## config.mk

```make
export PLATFORM = sky130hd
export DESIGN_NAME = ara_div_pipe
export DESIGN_NICKNAME = d
export VERILOG_FILES = /design/src/rtl/core/align_rotation_apply_defines.svh /design/src/rtl/core/ara_div_pipe.sv
export SDC_FILE = /design/constraint.sdc
export NUM_CORES = 1
export LEC_CHECK = 0
export BUFFER_PORTS_ARGS = -buffer_cell sky130_fd_sc_hd__buf_2
export CORE_UTILIZATION = 46
export DETAILED_ROUTE_END_ITERATION = 6
export GPL_TIMING_DRIVEN = 0
export PLACE_DENSITY = 0.67
export SLEW_MARGIN = 20
export SYNTH_ARGS = -nofsm -noshare
export SYNTH_HDL_FRONTEND = slang
export SYNTH_SLANG_ARGS = --single-unit
```

## constraint.sdc

```tcl
create_clock -name clk -period 3.2 [get_ports clk]
set_clock_uncertainty 0.05 [all_clocks]
set_input_delay 0.48 -clock clk [delete_from_list [all_inputs] [get_ports clk]]
set_output_delay 0.48 -clock clk [all_outputs]
set_load 0.01 [all_outputs]
```

## src/rtl/core/align_rotation_apply_defines.svh

```systemverilog
// Assertion helpers for the align-and-rotate RTL.
// Each macro expands to one labeled concurrent assertion on clk, disabled in reset.
`ifndef ALIGN_ROTATION_APPLY_DEFINES_SVH
`define ALIGN_ROTATION_APPLY_DEFINES_SVH

// Same-cycle implication.
`define ARA_ASSERT_IMP(lbl, ante, cons) \
  lbl: assert property (@(posedge clk) disable iff (rst) (ante) |-> (cons)) \
    else $error("align_rotation_apply: same-cycle check failed");

// Next-cycle implication.
`define ARA_ASSERT_NXT(lbl, ante, cons) \
  lbl: assert property (@(posedge clk) disable iff (rst) (ante) |=> (cons)) \
    else $error("align_rotation_apply: next-cycle check failed");

`endif

```

## src/rtl/core/ara_div_pipe.sv

```systemverilog
`timescale 1ns / 1ps

// Pipelined restoring divider, one quotient bit per stage, rounding to
// nearest with ties away from zero. The sign is applied after the magnitude.
module ara_div_pipe #(
  parameter int NUM_W = 32,
  parameter int DEN_W = 16,
  parameter int QUO_W = 16
) (
  input  logic                    clk,
  input  logic                    en,
  input  logic [NUM_W-1:0]        num,
  input  logic [DEN_W-1:0]        den,
  input  logic                    neg,
  output logic signed [QUO_W:0]   quo
);

  logic [NUM_W:0]   sum_c;
  logic [DEN_W-1:0] rem_q  [0:QUO_W];
  logic [QUO_W-1:0] low_q  [0:QUO_W];
  logic [DEN_W-1:0] den_q  [0:QUO_W];
  logic             neg_q  [0:QUO_W];
  logic [DEN_W-1:0] rem_next [1:QUO_W];
  logic             bit_next [1:QUO_W];

  assign sum_c = (NUM_W+1)'(num) + (NUM_W+1)'(den >> 1);

  always_comb begin
    logic [DEN_W:0] t;
    for (int k = 1; k <= QUO_W; k++) begin
      t = {rem_q[k-1], low_q[k-1][QUO_W-1]};
      bit_next[k] = (t >= {1'b0, den_q[k-1]});
      rem_next[k] = bit_next[k] ? DEN_W'(t - {1'b0, den_q[k-1]}) : DEN_W'(t);
    end
  end

  always_ff @(posedge clk) begin
    if (en) begin
      rem_q[0] <= DEN_W'(sum_c >> QUO_W);
      low_q[0] <= QUO_W'(sum_c);
      den_q[0] <= den;
      neg_q[0] <= neg;
      for (int k = 1; k <= QUO_W; k++) begin
        rem_q[k] <= rem_next[k];
        low_q[k] <= {low_q[k-1][QUO_W-2:0], bit_next[k]};
        den_q[k] <= den_q[k-1];
        neg_q[k] <= neg_q[k-1];
      end
      quo <= neg_q[QUO_W] ? -$signed({1'b0, low_q[QUO_W]}) : $signed({1'b0, low_q[QUO_W]});
    end
  end

endmodule

```

* After elaboration in Yosys (flattened, before gate mapping)
Memory sizes are Yosys's and may differ from the RTL's.
Index checks and enable logic that the tools add are counted.
** Word-level totals
- Output and inout port bits :: 17
- Input bits :: 51
- Register bits :: 17
- RAM bits :: 833
- Logic and storage cells :: 59
- Memories :: 4
** Memory list
- den_q :: depth 17, bits a word 16, read ports 16, clocked after memory_dff 0, write ports 17, RTL line ara_div_pipe.sv:21 : logic [DEN_W-1:0] den_q [0:QUO_W];
- low_q :: depth 17, bits a word 16, read ports 17, clocked after memory_dff 0, write ports 17, RTL line ara_div_pipe.sv:20 : logic [QUO_W-1:0] low_q [0:QUO_W];
- rem_q :: depth 17, bits a word 16, read ports 16, clocked after memory_dff 0, write ports 17, RTL line ara_div_pipe.sv:19 : logic [DEN_W-1:0] rem_q [0:QUO_W];
- neg_q :: depth 17, bits a word 1, read ports 17, clocked after memory_dff 0, write ports 17, RTL line ara_div_pipe.sv:22 : logic neg_q [0:QUO_W];
** Operators by class
- Mux-type cells :: 19
- Magnitude comparators :: 16
- Add/subtract/negate cells :: 18
** Operators by type and width (count)
- >= comparator 17 x 16 -> 1 bit :: 16
- 2-to-1 mux 16 bit :: 17
- subtractor 16 bit :: 16
- adder 32 x 15 -> 32 bit :: 1
- negator 16 -> 17 bit :: 1
- 2-to-1 mux 1 bit :: 2

* Longest topological paths before layout
- Word-level depth :: 2
- Depth in mapped cells :: 12
- Gate-level depth less buffers :: 11

* Worst setup path before layout
OpenSTA, ideal clock, no wires.
- Path kind :: register to register
- Start :: memory den_q[5][1] (netlist: den_q[0][81])
- End :: memory rem_q[6][8] (netlist: rem_q[0][104]), data pin
- Path buffers :: 1
- Stages on the path, launching flop included :: 12
- Library setup time :: 0.260 ns
- Path slack :: 0.104 ns
- Arrival time :: 2.786 ns
- Clock period less this slack :: 3.096 ns
- Required time :: 2.890 ns
- Cell sequence :: edfxtp_1 -> inv_1 -> ha_1 -> nor2b_1 -> o31ai_1 -> a21oi_1 -> o41ai_2 -> o31a_1 -> o21ai_1 -> a31oi_2 -> buf_6 -> mux2_2
** RTL lines (RTL line)
- from (decl) :: ara_div_pipe.sv:21
- to (decl) :: ara_div_pipe.sv:19

==> metrics.csv <==
stage;metric;value;unit
clocking;clkLatencyLatePin;630;ps
clocking;cts-root-buf;clkbuf_16;
hold_path;worstHoldPathType;input port to flip-flop;
clocking;cts_buffer_depth;3;
cells_and_area;diodes;0;
placement;dp_slack;-780;ps
global_route;antenna_found_initial;0;
outcome;violations;negative setup slack;
detailed_routing;vias_per_cell;5.25;
synthesis;synth-seq-cells;818;
synthesis;yosysTopAreaCell;edfxtp_1;
sta;setup_violations;1;
global_route;grt_pass1_vias;24200;
clocking;h-tree-depth;3;
global_route;overflow;0;
synthesis;syn_inst;3073;
clocking;cts_buffers;83;
detailed_routing;drtIter0Drc;1162;
worst_setup_path;path_class;flip-flop to flip-flop;
cells_and_area;nets;3660;
global_route;grt_max_degree;106;
cells_and_area;final_core_util;53.3;%
cells_and_area;drive_gt1_share;17.3;%
synthesis;synth.distinct_cells;80;
detailed_routing;wl_per_cell;16.3;um
worst_setup_path;cp_slowest_cell;edfxtp_1;
worst_setup_path;required;3530;ps
sta;setup_tns;-23.3;ps
synthesis;synth_edf_count;818;
power;peakVddDrop;0.491;mV
placement;portBuffers;67;
sta;finalCriticalPeriod;3220;ps
detailed_routing;drc_errors;0;
global_route;grtUsageTotal;16.4;%
floorplan;start_util;46.4;%
power;power;43400;uW
worst_setup_path;critical_path.cell_chain;ha_1 -> fa_2 -> nor2b_2 -> o31ai_2 -> a211oi_2 -> nor2_1 -> a211o_1 -> a21o_1 -> a311o_1 -> mux2_4;
power;power_density;922;mW/mm^2
floorplan;core;0.0882;mm^2
cells_and_area;synthToLayoutAreaGrowth;14.8;%
synthesis;ys_warn_count;0;
floorplan;die_h;300;um
sta;relSlewSlack;37.4;%
synthesis;async_flop_share;0;%
sta;worst_pin_slew;915;ps
sta;setup_ws;-23.3;ps
detailed_routing;drt-pass1-iter-count;5;
cells_and_area;layout_commonest_cell;edfxtp_1;
floorplan;fp-row-count;109;
cells_and_area;final_cell_mix;edfxtp_1, inv_1, ha_1;
synthesis;synth_top_area_share;60.0;%
detailed_routing;num_vias;23900;
placement;hpwl;53300;um
clocking;cts_sinks;818;
sta;drv_slew;0;
synthesis;syn_avg_cell_area;13.3;um^2
synthesis;synth_area_leaders;edfxtp_1, ha_1, mux2_2;
sta;rsz0062_at_grt;true;
worst_setup_path;start_kind;flip-flop;
power;leakagePower;0.0184;uW
sta;hold_viol_final;0;
floorplan;pin_count;68;
detailed_routing;ant_nets;0;
synthesis;synth_ff_type;edfxtp_1;
sta;period_share;101;%
worst_setup_path;path_max_fanout;4;
global_route;grt_pass1_wl;118000;um
placement;place_congestion;0.923;
synthesis;syn_nets;3412;
synthesis;syn_area;0.0410;mm^2
flow_run;drv_cap;0;
floorplan;dieArea;0.0902;mm^2
detailed_routing;wl;74400;um
floorplan;die_w;300;um
sta;fmax;310;MHz
clocking;cts_tree;done;
outcome;status;complete, but fails checks;
clocking;path_clk_slew;60;ps
worst_setup_path;cp.arrival;3550;ps
synthesis;seq_area_frac_synth;60.0;%
worst_setup_path;slowest_delay;460;ps
worst_setup_path;cp-end-kind;flip-flop;
-- timing repair --
action                                  in CTS  in global routing
hold buffers                                14                  1
pin swaps                                   27                 44
buffers inserted                            32                 43
endpoints found under the setup margin     246                157
resized for setup                           90                 73
endpoints found under the hold margin       14                  1
-- sequential cells by signal, indices dropped and copies added (netlist names) --
signal / count
den_q: 256
low_q: 272
neg_q: 17
quo: 17
rem_q: 256
-- synth_stat cells (46+ instances only) --
master,instances
o21ai_0,100
xnor2_1,160
nor3_1,74
nand2_1,102
ha_1,272
a21o_1,46
nand3_1,50
nor2_1,156
mux2_2,161
inv_1,341
o21a_1,61
edfxtp_1,818
a21oi_1,173
-- routing by layer --
layer | wire length, um | vias to the layer above | global-route usage (%)
met5 | 0 | - | 0
met1 | 27800 | 11400 | 16.7
met4 | 3130 | 0 | 6.78
met2 | 41100 | 365 | 32.8
met3 | 2290 | 180 | 2.52
li1 | - | 11900 | -
-- worst max-delay path, delay by kind of cell, from the launching register on --
kind / cells / cell delay (ps)
AO/OA/AOI/OAI: 5 / 1290
adder cells (fa/ha/maj): 2 / 640
flip-flops: 1 / 460
multiplexers: 1 / 270
AND/OR/NAND/NOR: 2 / 260
-- power breakdown --
group	internal (uW)	leakage (uW)	switching (uW)
Clock	5240	0.00127	4040
Sequential	15000	0.00799	1060
Combinational	9190	0.00917	8780
-- kinds of logic after synthesis --
group / after synthesis / synth area share [%]
AOI/OAI and AO/OA: 567 / 9.42
xor gates and xnor gates: 196 / 4.19
adders and majority gates: 288 / 9.09
buffers and inverters: 369 / 3.54
DFF: 818 / 60.0
muxes: 230 / 6.35
and+or+nand+nor: 605 / 7.43
-- worst paths after layout --
check                             start  slack [ps]                     end  depth (start not counted)
setup / recovery  den_q[0][0]$_DFFE_PP_         -20  rem_q[0][30]$_DFFE_PP_                         10
hold / removal                   den[2]          40   den_q[0][2]$_DFFE_PP_                          1
setup reg to reg  den_q[0][0]$_DFFE_PP_         -20  rem_q[0][30]$_DFFE_PP_                         10
hold reg to reg   low_q[1][9]$_DFFE_PP_         360  low_q[2][10]$_DFFE_PP_                          0
-- metrics by stage --
step | hold slack, ps | instance area, um^2 | cells
after floorplan | 350 | 41000 | 3073
after global placement | 351 | 42700 | 4305
after detailed placement | 355 | 43000 | 4313
after CTS | 1.98 | 46400 | 4508
after global routing | 17.0 | 47000 | 4550
final | 40.7 | 47000 | 4550
-- final cells by class --
| class | count | area, um^2 |
|---|---|---|
| Clock buffer | 103 | 2150 |
| Tap cell | 1165 | 1460 |
| Timing Repair Buffer | 165 | 1310 |
| Multi-Input combinational cell | 1886 | 15500 |
| Buffer | 25 | 298 |
| Clock inverter | 46 | 452 |
| Fill cell | 7260 | 41200 |
| Inverter | 342 | 1280 |
| Sequential cell | 818 | 24600 |
Power figures use the tool's default switching activity.
